$ cat config.mk
export PLATFORM = sky130hd
export DESIGN_NAME = q16_16_mul_div_unit
export DESIGN_NICKNAME = d
export VERILOG_FILES = /design/src/rtl/qmd_pkg.sv /design/src/rtl/q16_16_mul_div_unit.sv /design/src/rtl/qmd_datapath.sv /design/src/rtl/qmd_ctrl.sv
export SDC_FILE = /design/constraint.sdc
export NUM_CORES = 2
export LEC_CHECK = 0
export ABC_CLOCK_PERIOD_IN_PS = 21300
export BUFFER_PORTS_ARGS = -buffer_cell sky130_fd_sc_hd__buf_2
export CAP_MARGIN = 30
export CORE_ASPECT_RATIO = 2
export CORE_MARGIN = 5
export CORE_UTILIZATION = 30
export CTS_CLUSTER_SIZE = 8
export DETAILED_ROUTE_END_ITERATION = 6
export GPL_TIMING_DRIVEN = 0
export MAX_ROUTING_LAYER = met4
export PLACE_DENSITY = 0.5
export SKIP_CTS_REPAIR_TIMING = 1
export SLEW_MARGIN = 20
export SYNTH_ARGS = -nofsm -noshare
export SYNTH_HDL_FRONTEND = slang
export SYNTH_HIERARCHICAL = 1
export SYNTH_SLANG_ARGS = --single-unit
$ cat constraint.sdc
create_clock -name clock -period 21.3 [get_ports clock]
set_input_delay 3.195 -clock clock [delete_from_list [all_inputs] [get_ports clock]]
set_output_delay 3.195 -clock clock [all_outputs]
set_load 0.005 [all_outputs]
$ cat src/rtl/qmd_pkg.sv
// Shared types, constants and result packing for the Q16.16 multiply/divide unit.
`default_nettype none

package qmd_pkg;

   localparam int FRAC_BITS = 16;
   localparam int DATA_W    = 32;
   localparam int MAG_W     = 2 * DATA_W - FRAC_BITS;   // width of product >> FRAC_BITS
   localparam int DIV_STEPS = DATA_W;                   // one quotient bit per step
   localparam int ITER_W    = $clog2(DIV_STEPS);

   localparam logic [1:0] STATUS_OK       = 2'd0;
   localparam logic [1:0] STATUS_OVERFLOW = 2'd1;
   localparam logic [1:0] STATUS_DIV_ZERO = 2'd2;

   localparam logic       ACTION_MUL = 1'b0;
   localparam logic       ACTION_DIV = 1'b1;

   localparam logic [DATA_W-1:0] POS_LIMIT = {1'b0, {(DATA_W-1){1'b1}}};
   localparam logic [DATA_W-1:0] NEG_LIMIT = {1'b1, {(DATA_W-1){1'b0}}};

   typedef struct packed {
      logic                     action;
      logic signed [DATA_W-1:0] operand_a;
      logic signed [DATA_W-1:0] operand_b;
   } req_type;

   typedef struct packed {
      logic signed [DATA_W-1:0] result_value;
      logic [1:0]               status_code;
   } rsp_type;

   // controller -> datapath
   typedef struct packed {
      logic load;        // capture a new transaction
      logic setup;       // multiply, or classify and seed the divider
      logic div_step;    // one restoring division step
      logic pack_write;  // write packed result into the output register
   } cmd_type;

   // datapath -> controller
   typedef struct packed {
      logic is_div;      // captured transaction is a divide
      logic div_early;   // divide finishes without iterating (zero or overflow)
   } stat_type;

   // Apply sign to a magnitude, saturating on overflow.
   function automatic rsp_type pack_result(input logic [MAG_W-1:0] mag, input logic neg);
      rsp_type r;
      if (neg) begin
         if (mag > MAG_W'(NEG_LIMIT)) begin
            r.result_value = NEG_LIMIT;
            r.status_code  = STATUS_OVERFLOW;
         end else begin
            r.result_value = ~mag[DATA_W-1:0] + DATA_W'(1);
            r.status_code  = STATUS_OK;
         end
      end else begin
         if (mag > MAG_W'(POS_LIMIT)) begin
            r.result_value = POS_LIMIT;
            r.status_code  = STATUS_OVERFLOW;
         end else begin
            r.result_value = mag[DATA_W-1:0];
            r.status_code  = STATUS_OK;
         end
      end
      return r;
   endfunction

endpackage

`default_nettype wire

$ cat src/rtl/q16_16_mul_div_unit.sv
// Top level of the signed Q16.16 multiply/divide unit.
//
// Usage:
//  - Input channel req_valid/req_ready/req_data carries one transaction:
//    action (0 multiply, 1 divide), operand_a and operand_b, signed Q16.16.
//  - Result channel rsp_valid/rsp_ready/rsp_data returns exactly one
//    transaction per input: result_value (Q16.16) and status_code
//    (0 ok, 1 overflow saturated, 2 divide by zero).
//  - Transactions are handled one at a time. req_ready is high only while
//    the sequencer is idle.
//  - From input acceptance to rsp_valid: multiply and early divide
//    outcomes (zero divisor, quotient overflow) pass through setup and pack;
//    a normal divide also runs the restoring divider, which produces one
//    quotient bit per cycle over 32 steps, between setup and pack.
//  - The result sits in an output register, so a new transaction is taken
//    while the previous result waits. A stalled receiver holds the next
//    result in the pack step until the output register frees.
//  - Reset (synchronous, active high) returns the sequencer to idle and
//    drops rsp_valid; any transaction in flight is discarded.
`default_nettype none

module q16_16_mul_div_unit import qmd_pkg::*; (
   input  wire logic    clock,
   input  wire logic    reset,
   input  wire logic    req_valid,
   output      logic    req_ready,
   input  wire req_type req_data,
   output      logic    rsp_valid,
   input  wire logic    rsp_ready,
   output      rsp_type rsp_data
);

   cmd_type  cmd;    // sequencer commands to the datapath
   stat_type stat;   // operation class and early-divide flag back

   qmd_ctrl u_ctrl (
      .clock     (clock),
      .reset     (reset),
      .req_valid (req_valid),
      .req_ready (req_ready),
      .rsp_valid (rsp_valid),
      .rsp_ready (rsp_ready),
      .stat      (stat),
      .cmd       (cmd)
   );

   qmd_datapath u_datapath (
      .clock    (clock),
      .req_data (req_data),
      .cmd      (cmd),
      .stat     (stat),
      .rsp_data (rsp_data)
   );

endmodule

`default_nettype wire

$ cat src/rtl/qmd_datapath.sv
// Datapath: operand magnitudes, multiplier, restoring divider and output register.
`default_nettype none

module qmd_datapath import qmd_pkg::*; (
   input  wire logic     clock,
   input  wire req_type  req_data,
   input  wire cmd_type  cmd,
   output      stat_type stat,
   output      rsp_type  rsp_data
);

   localparam logic [1:0] KIND_MUL  = 2'd0;
   localparam logic [1:0] KIND_DIV  = 2'd1;
   localparam logic [1:0] KIND_DIV0 = 2'd2;
   localparam logic [1:0] KIND_OVF  = 2'd3;

   logic              action_ff;
   logic [DATA_W-1:0] mag_a_ff, mag_b_ff;
   logic              neg_a_ff, neg_ff;
   logic [1:0]        kind_ff, kind_in;
   logic [2*DATA_W-1:0] prod_ff;
   logic [DATA_W-1:0] rem_ff, rem_in;
   logic [DATA_W-1:0] num_ff, num_in;   // dividend bits in, quotient bits out
   rsp_type           out_ff, out_in;

   logic [DATA_W-1:0] in_mag_a, in_mag_b;
   logic              b_zero, div_ovf;
   logic [DATA_W:0]   trial, diff;

   always_comb begin
      in_mag_a = req_data.operand_a[DATA_W-1] ? ~req_data.operand_a + DATA_W'(1)
                                               : req_data.operand_a;
      in_mag_b = req_data.operand_b[DATA_W-1] ? ~req_data.operand_b + DATA_W'(1)
                                               : req_data.operand_b;
   end

   // quotient needs more than DATA_W bits when |a| >= |b| << FRAC_BITS
   assign b_zero  = (mag_b_ff == '0);
   assign div_ovf = ({{FRAC_BITS{1'b0}}, mag_a_ff} >= {mag_b_ff, {FRAC_BITS{1'b0}}});

   assign stat.is_div    = (action_ff == ACTION_DIV);
   assign stat.div_early = b_zero | div_ovf;

   // restoring step
   assign trial = {rem_ff, num_ff[DATA_W-1]};
   assign diff  = trial - {1'b0, mag_b_ff};

   always_comb begin
      kind_in = kind_ff;
      rem_in  = rem_ff;
      num_in  = num_ff;
      if (cmd.setup) begin
         if (action_ff == ACTION_MUL) kind_in = KIND_MUL;
         else if (b_zero)             kind_in = KIND_DIV0;
         else if (div_ovf)            kind_in = KIND_OVF;
         else                         kind_in = KIND_DIV;
         rem_in = mag_a_ff >> (DATA_W - FRAC_BITS);
         num_in = mag_a_ff << FRAC_BITS;
      end else if (cmd.div_step) begin
         if (!diff[DATA_W]) begin
            rem_in = diff[DATA_W-1:0];
            num_in = {num_ff[DATA_W-2:0], 1'b1};
         end else begin
            rem_in = trial[DATA_W-1:0];
            num_in = {num_ff[DATA_W-2:0], 1'b0};
         end
      end
   end

   always_comb begin
      case (kind_ff)
         KIND_MUL:  out_in = pack_result(prod_ff[2*DATA_W-1:FRAC_BITS], neg_ff);
         KIND_DIV:  out_in = pack_result(MAG_W'(num_ff), neg_ff);
         KIND_DIV0: begin
            out_in.result_value = neg_a_ff ? NEG_LIMIT : POS_LIMIT;
            out_in.status_code  = STATUS_DIV_ZERO;
         end
         default: begin
            out_in.result_value = neg_ff ? NEG_LIMIT : POS_LIMIT;
            out_in.status_code  = STATUS_OVERFLOW;
         end
      endcase
   end

   always_ff @(posedge clock) begin
      if (cmd.load) begin
         action_ff <= req_data.action;
         mag_a_ff  <= in_mag_a;
         mag_b_ff  <= in_mag_b;
         neg_a_ff  <= req_data.operand_a[DATA_W-1];
         neg_ff    <= req_data.operand_a[DATA_W-1] ^ req_data.operand_b[DATA_W-1];
      end
      if (cmd.setup) prod_ff <= mag_a_ff * mag_b_ff;
      kind_ff <= kind_in;
      rem_ff  <= rem_in;
      num_ff  <= num_in;
      if (cmd.pack_write) out_ff <= out_in;
   end

   assign rsp_data = out_ff;

endmodule

`default_nettype wire

$ cat src/rtl/qmd_ctrl.sv
// Controller: sequencing state machine, divide step counter and handshakes.
`default_nettype none

module qmd_ctrl import qmd_pkg::*; (
   input  wire logic     clock,
   input  wire logic     reset,
   input  wire logic     req_valid,
   output      logic     req_ready,
   output      logic     rsp_valid,
   input  wire logic     rsp_ready,
   input  wire stat_type stat,
   output      cmd_type  cmd
);

   localparam logic [1:0] ST_IDLE  = 2'd0;
   localparam logic [1:0] ST_SETUP = 2'd1;
   localparam logic [1:0] ST_DIV   = 2'd2;
   localparam logic [1:0] ST_PACK  = 2'd3;

   localparam logic [ITER_W-1:0] ITER_LAST = ITER_W'(DIV_STEPS - 1);

   logic [1:0]        state_ff, state_in;
   logic [ITER_W-1:0] iter_ff, iter_in;
   logic              rsp_valid_ff, rsp_valid_in;
   logic              out_free;

   assign req_ready = (state_ff == ST_IDLE);
   assign rsp_valid = rsp_valid_ff;
   assign out_free  = !rsp_valid_ff || rsp_ready;

   always_comb begin
      state_in       = state_ff;
      iter_in        = iter_ff;
      cmd.load       = 1'b0;
      cmd.setup      = 1'b0;
      cmd.div_step   = 1'b0;
      cmd.pack_write = 1'b0;
      rsp_valid_in   = rsp_valid_ff && !rsp_ready;
      unique case (state_ff)
         ST_IDLE: begin
            if (req_valid) begin
               cmd.load = 1'b1;
               state_in = ST_SETUP;
            end
         end
         ST_SETUP: begin
            cmd.setup = 1'b1;
            iter_in   = '0;
            state_in  = (stat.is_div && !stat.div_early) ? ST_DIV : ST_PACK;
         end
         ST_DIV: begin
            cmd.div_step = 1'b1;
            iter_in      = iter_ff + ITER_W'(1);
            if (iter_ff == ITER_LAST) state_in = ST_PACK;
         end
         ST_PACK: begin
            if (out_free) begin
               cmd.pack_write = 1'b1;
               rsp_valid_in   = 1'b1;
               state_in       = ST_IDLE;
            end
         end
         default: state_in = ST_IDLE;
      endcase
   end

   always_ff @(posedge clock) begin
      if (reset) begin
         state_ff     <= ST_IDLE;
         iter_ff      <= '0;
         rsp_valid_ff <= 1'b0;
      end else begin
         state_ff     <= state_in;
         iter_ff      <= iter_in;
         rsp_valid_ff <= rsp_valid_in;
      end
   end

   a_accept_to_setup: assert property (@(posedge clock) disable iff (reset)
      (req_valid && req_ready) |=> (state_ff == ST_SETUP))
      else $error("accepted transaction did not enter setup");

   a_div_runs_full: assert property (@(posedge clock) disable iff (reset)
      (state_ff == ST_DIV && iter_ff != ITER_LAST) |=> (state_ff == ST_DIV))
      else $error("divide left early");

   a_div_ends_in_pack: assert property (@(posedge clock) disable iff (reset)
      (state_ff == ST_DIV && iter_ff == ITER_LAST) |=> (state_ff == ST_PACK))
      else $error("divide did not end in pack");

   a_pack_waits: assert property (@(posedge clock) disable iff (reset)
      (state_ff == ST_PACK && rsp_valid_ff && !rsp_ready) |=>
      (state_ff == ST_PACK && rsp_valid_ff))
      else $error("result overwritten while output stalled");

endmodule

`default_nettype wire
==> results.txt <==
The layout overhead on the synthesized area is 11.1%. STA classifies the critical path endpoint as a register. The placeable core region is 154000 um^2. The headroom to the max-slew limit is 0.259. For this run the aggregate overflow at the end of global routing stands at 0.

The buffer and inverter count on the worst path is 7. The number of buffers created by CTS is 36. The flip-flop and latch count after synthesis is 223.

The routed wirelength normalized by instance count came out at 33.1 um. The I/O pin total came out at 105. The sequential area share after synthesis is 0.136. In this run the vertical extent of the chip is 566 um. In this run, the number of DRC markers left after iteration 0 of detailed routing was 2389. For this run, the leading register cell type out of synthesis is sky130_fd_sc_hd__edfxtp_1. The total count of hold-check failures in the final report was 0. The pin count of the biggest net entering global routing is 51.

In this run the tool buffered the top-level ports with 103 buffer cells. The flow ran to the end, and the final reports show no timing, DRC or antenna violations. The number of enable-type register cells in the synthesized netlist came out at 183. TritonCTS built the clock tree. A synthesized cell averages 9.40 um^2.

The buffer type at the clock tree root is sky130_fd_sc_hd__clkbuf_16. The endpoint arrival time on the critical path came out at 11.93 ns. The largest stage delay on the critical path came out at 0.76 ns.

The net count after synthesis is 6236. Setup repair after global routing left no endpoint under its margin. The clock skew after layout is 0.0446 ns. In the final layout, the share of cells above drive strength 1 is 0.0589. The post-synthesis cell type count is 87.

For the worst-skew pair, the clock arrives at the later sink with an insertion delay of 0.61 ns. In this design, the largest share of critical-path delay is due to adder cells. The shortest clock period the worst path allows after layout is 11.61 ns. The number of max-slew violations in the final report came out at 0. The number of maximum-capacitance violations came out at 0. The fmax came out at 86.1 MHz. The yosys synthesis warning count is 6. The post-route DRC violation count came out at 0. The share of the cycle needed by the critical path after routing is 0.545. The global-route total usage across every layer came out at 0.300. The post-synthesis async set-or-reset flop share came out at 0.

The number of H-tree levels came out at 2. In this run the horizontal extent of the chip is 288 um. Among the stages of the critical path, the cell type that occurs most often is sky130_fd_sc_hd__fa_1. The number of iterations in the first detailed-routing pass is 5. The detailed-route vias per instance is 5.16. The largest area contributor in the synthesized netlist is sky130_fd_sc_hd__fa_1. The initial utilization of the core area, before any placement, comes to 0.301. The clock drives 223 sinks.

The routed design has 240000 um of wire. The portion of synthesized cell area occupied by the leading cell type came out at 0.387. The total vias in the final route came out at 37400. The clock transition time at the flip-flop clock pins of the worst setup and hold paths is 0.05 ns. The initial antenna violation count is 27. The count of nets after finishing came out at 6436. The global-route wire length before repair is 324000 um. The slowest library cell on the worst path is sky130_fd_sc_hd__fa_1. The path class of the tightest hold or removal check is reg -> reg. STA classifies the critical path startpoint as a register. After synthesis the cells add up to 46400 um^2.

The site row count is 204. The endpoint required time on the critical path came out at 21.62 ns. For the final routed database, the setup TNS stands at 0 ns. The setup violation total in the final timing report came out at 0.

The maximum fanout encountered on the critical timing path is 10. The worst setup path is of the reg -> reg kind. The via count of the first global-routing pass is 40700. After technology mapping, the gate count stands at 4936. The count of antenna-violating nets left after detailed routing is 0. After synthesis, the cell types taking the most area are sky130_fd_sc_hd__fa_1 39%, sky130_fd_sc_hd__edfxtp_1 12%, sky130_fd_sc_hd__ha_1 9.0%. The die covers 163000 um^2. At the end of routability-driven placement, the weighted congestion stood at 1.05. The transition time at the pin with the least slew margin came out at 1.10 ns. Summed over all nets, the half-perimeter wirelength after detailed placement is 206000 um. The maximum count of clock buffers along a single path came out at 3.
worst paths after layout:
check	endpoint	slack [ns]	depth (start not counted)	from
max	u_datapath/prod_ff[45]	9.69	26	u_datapath/mag_a_ff[16]
max reg2reg	u_datapath/prod_ff[45]	9.69	26	u_datapath/mag_a_ff[16]
min reg2reg	u_ctrl/iter_ff[4]	0.47	2	u_ctrl/iter_ff[4]
min	u_ctrl/iter_ff[4]	0.47	2	u_ctrl/iter_ff[4]
final cells by class:
cell class	instances	area, um^2
Buffer	269	1100
Clock inverter	9	125
Tap cell	2060	2580
Multi-Input combinational cell	3497	35500
Clock buffer	51	967
Timing Repair Buffer	162	1310
Inverter	947	3550
Sequential cell	223	6300
Fill cell	16300	103000
Antenna cell	27	67.6
cells in the final DEF (no fill, tap or decap), drive strengths merged, types with 7 or more instances in the layout:
master  Yosys  layout
a211oi     25      25
a21o       63      63
a21oi     104     104
a31oi      15      15
and2      587     587
and3       16      16
buf        20     182
clkbuf    249     300
dfxtp      40      40
diode       0      27
edfxtp    183     183
fa        896     896
ha        335     335
inv       946     949
mux2i      40      40
nand2     567     567
nand2b     19      19
nand3      30      30
nand3b      7       7
nand4      19      19
nor2      130     130
nor2b      22      22
nor3       34      34
nor4       32      32
o211ai     14      14
o21a       16      16
o21ai     103     103
o21bai      7       7
o221ai     36      36
o22ai      32      32
o31ai      30      30
o41ai      12      12
or3        20      20
or4        22      22
xnor2     131     131
xor2       50      50
metrics by stage:
stage / utilization / cells / area [um^2] / setup WS, ns / hold slack, ns
floorplan: - / 4936 / 46400 / 13.42 / 0.444
global placement: 0.321 / 7099 / 49500 / 7.58 / 0.455
detailed placement: 0.327 / 7156 / 50400 / 9.75 / 0.460
CTS: 0.334 / 7216 / 51500 / 9.75 / 0.468
global route: 0.334 / 7227 / 51500 / 9.65 / 0.510
finish: 0.334 / 7245 / 51500 / 9.69 / 0.466
layer usage:
layer	up-vias	share of wire	track usage
li1	15800	-	-
met1	19300	0.29	0.261
met2	1487	0.52	0.529
met3	794	0.039	0.0331
met4	0	0.15	0.322
met5	-	0	-
worst reg2reg max path: cells and delay by family (launching register included):
kind / cells / cell delay (ns)
buf+inv: 7 / 2.49
simple gates: 5 / 1.55
fa+ha+maj: 9 / 4.60
flops: 1 / 0.47
xor+xnor: 1 / 0.50
compound gates: 4 / 1.73
cell families after synthesis:
group / Yosys count / share of synthesized area
AOI/OAI and AO/OA: 508 / 0.0732
xor gates and xnor gates: 181 / 0.0343
adders and majority gates: 1231 / 0.477
buffers and inverters: 1216 / 0.0991
DFF: 223 / 0.136
muxes: 46 / 0.0101
and+or+nand+nor: 1531 / 0.171
registers in the layout (all words and copies together) (netlist names):
register	count
u_ctrl/iter_ff	5
u_ctrl/rsp_valid	1
u_ctrl/state_ff	2
u_datapath/action_ff	1
u_datapath/kind_ff	2
u_datapath/mag_a_ff	32
u_datapath/mag_b_ff	32
u_datapath/neg_a_ff	1
u_datapath/neg_ff	1
u_datapath/num_ff	32
u_datapath/prod_ff	48
u_datapath/rem_ff	32
u_datapath/rsp_data	34
cell usage after synthesis, types with 5 or more instances:
library cell / instances
sky130_fd_sc_hd__inv_1: 945
sky130_fd_sc_hd__fa_1: 896
sky130_fd_sc_hd__and2_1: 587
sky130_fd_sc_hd__nand2_1: 567
sky130_fd_sc_hd__ha_1: 335
sky130_fd_sc_hd__clkbuf_1: 249
sky130_fd_sc_hd__edfxtp_1: 183
sky130_fd_sc_hd__nor2_1: 130
sky130_fd_sc_hd__xnor2_1: 130
sky130_fd_sc_hd__a21oi_1: 104
sky130_fd_sc_hd__o21ai_0: 100
sky130_fd_sc_hd__a21o_1: 63
sky130_fd_sc_hd__xor2_1: 50
sky130_fd_sc_hd__dfxtp_1: 40
sky130_fd_sc_hd__mux2i_1: 40
sky130_fd_sc_hd__o221ai_1: 36
sky130_fd_sc_hd__nor3_1: 32
sky130_fd_sc_hd__o22ai_1: 32
sky130_fd_sc_hd__nand3_1: 30
sky130_fd_sc_hd__nor4_1: 30
sky130_fd_sc_hd__o31ai_1: 29
sky130_fd_sc_hd__a211oi_1: 24
sky130_fd_sc_hd__nor2b_1: 22
sky130_fd_sc_hd__nand2b_1: 19
sky130_fd_sc_hd__nand4_1: 19
sky130_fd_sc_hd__or3_1: 18
sky130_fd_sc_hd__or4_1: 17
sky130_fd_sc_hd__and3_1: 16
sky130_fd_sc_hd__o21a_1: 16
sky130_fd_sc_hd__a31oi_1: 15
sky130_fd_sc_hd__o211ai_1: 14
sky130_fd_sc_hd__o41ai_1: 12
sky130_fd_sc_hd__buf_1: 10
sky130_fd_sc_hd__nand3b_1: 7
sky130_fd_sc_hd__o21bai_1: 7
sky130_fd_sc_hd__a211o_1: 6
sky130_fd_sc_hd__a21boi_0: 6
sky130_fd_sc_hd__and4_1: 6
sky130_fd_sc_hd__mux2_2: 6
sky130_fd_sc_hd__o311ai_0: 6
sky130_fd_sc_hd__a221o_1: 5
sky130_fd_sc_hd__a221oi_1: 5
sky130_fd_sc_hd__buf_2: 5
Power is left out: the tool's default activity adds up to more than one toggle a clock period on the data nets, which glitch-free logic cannot reach.
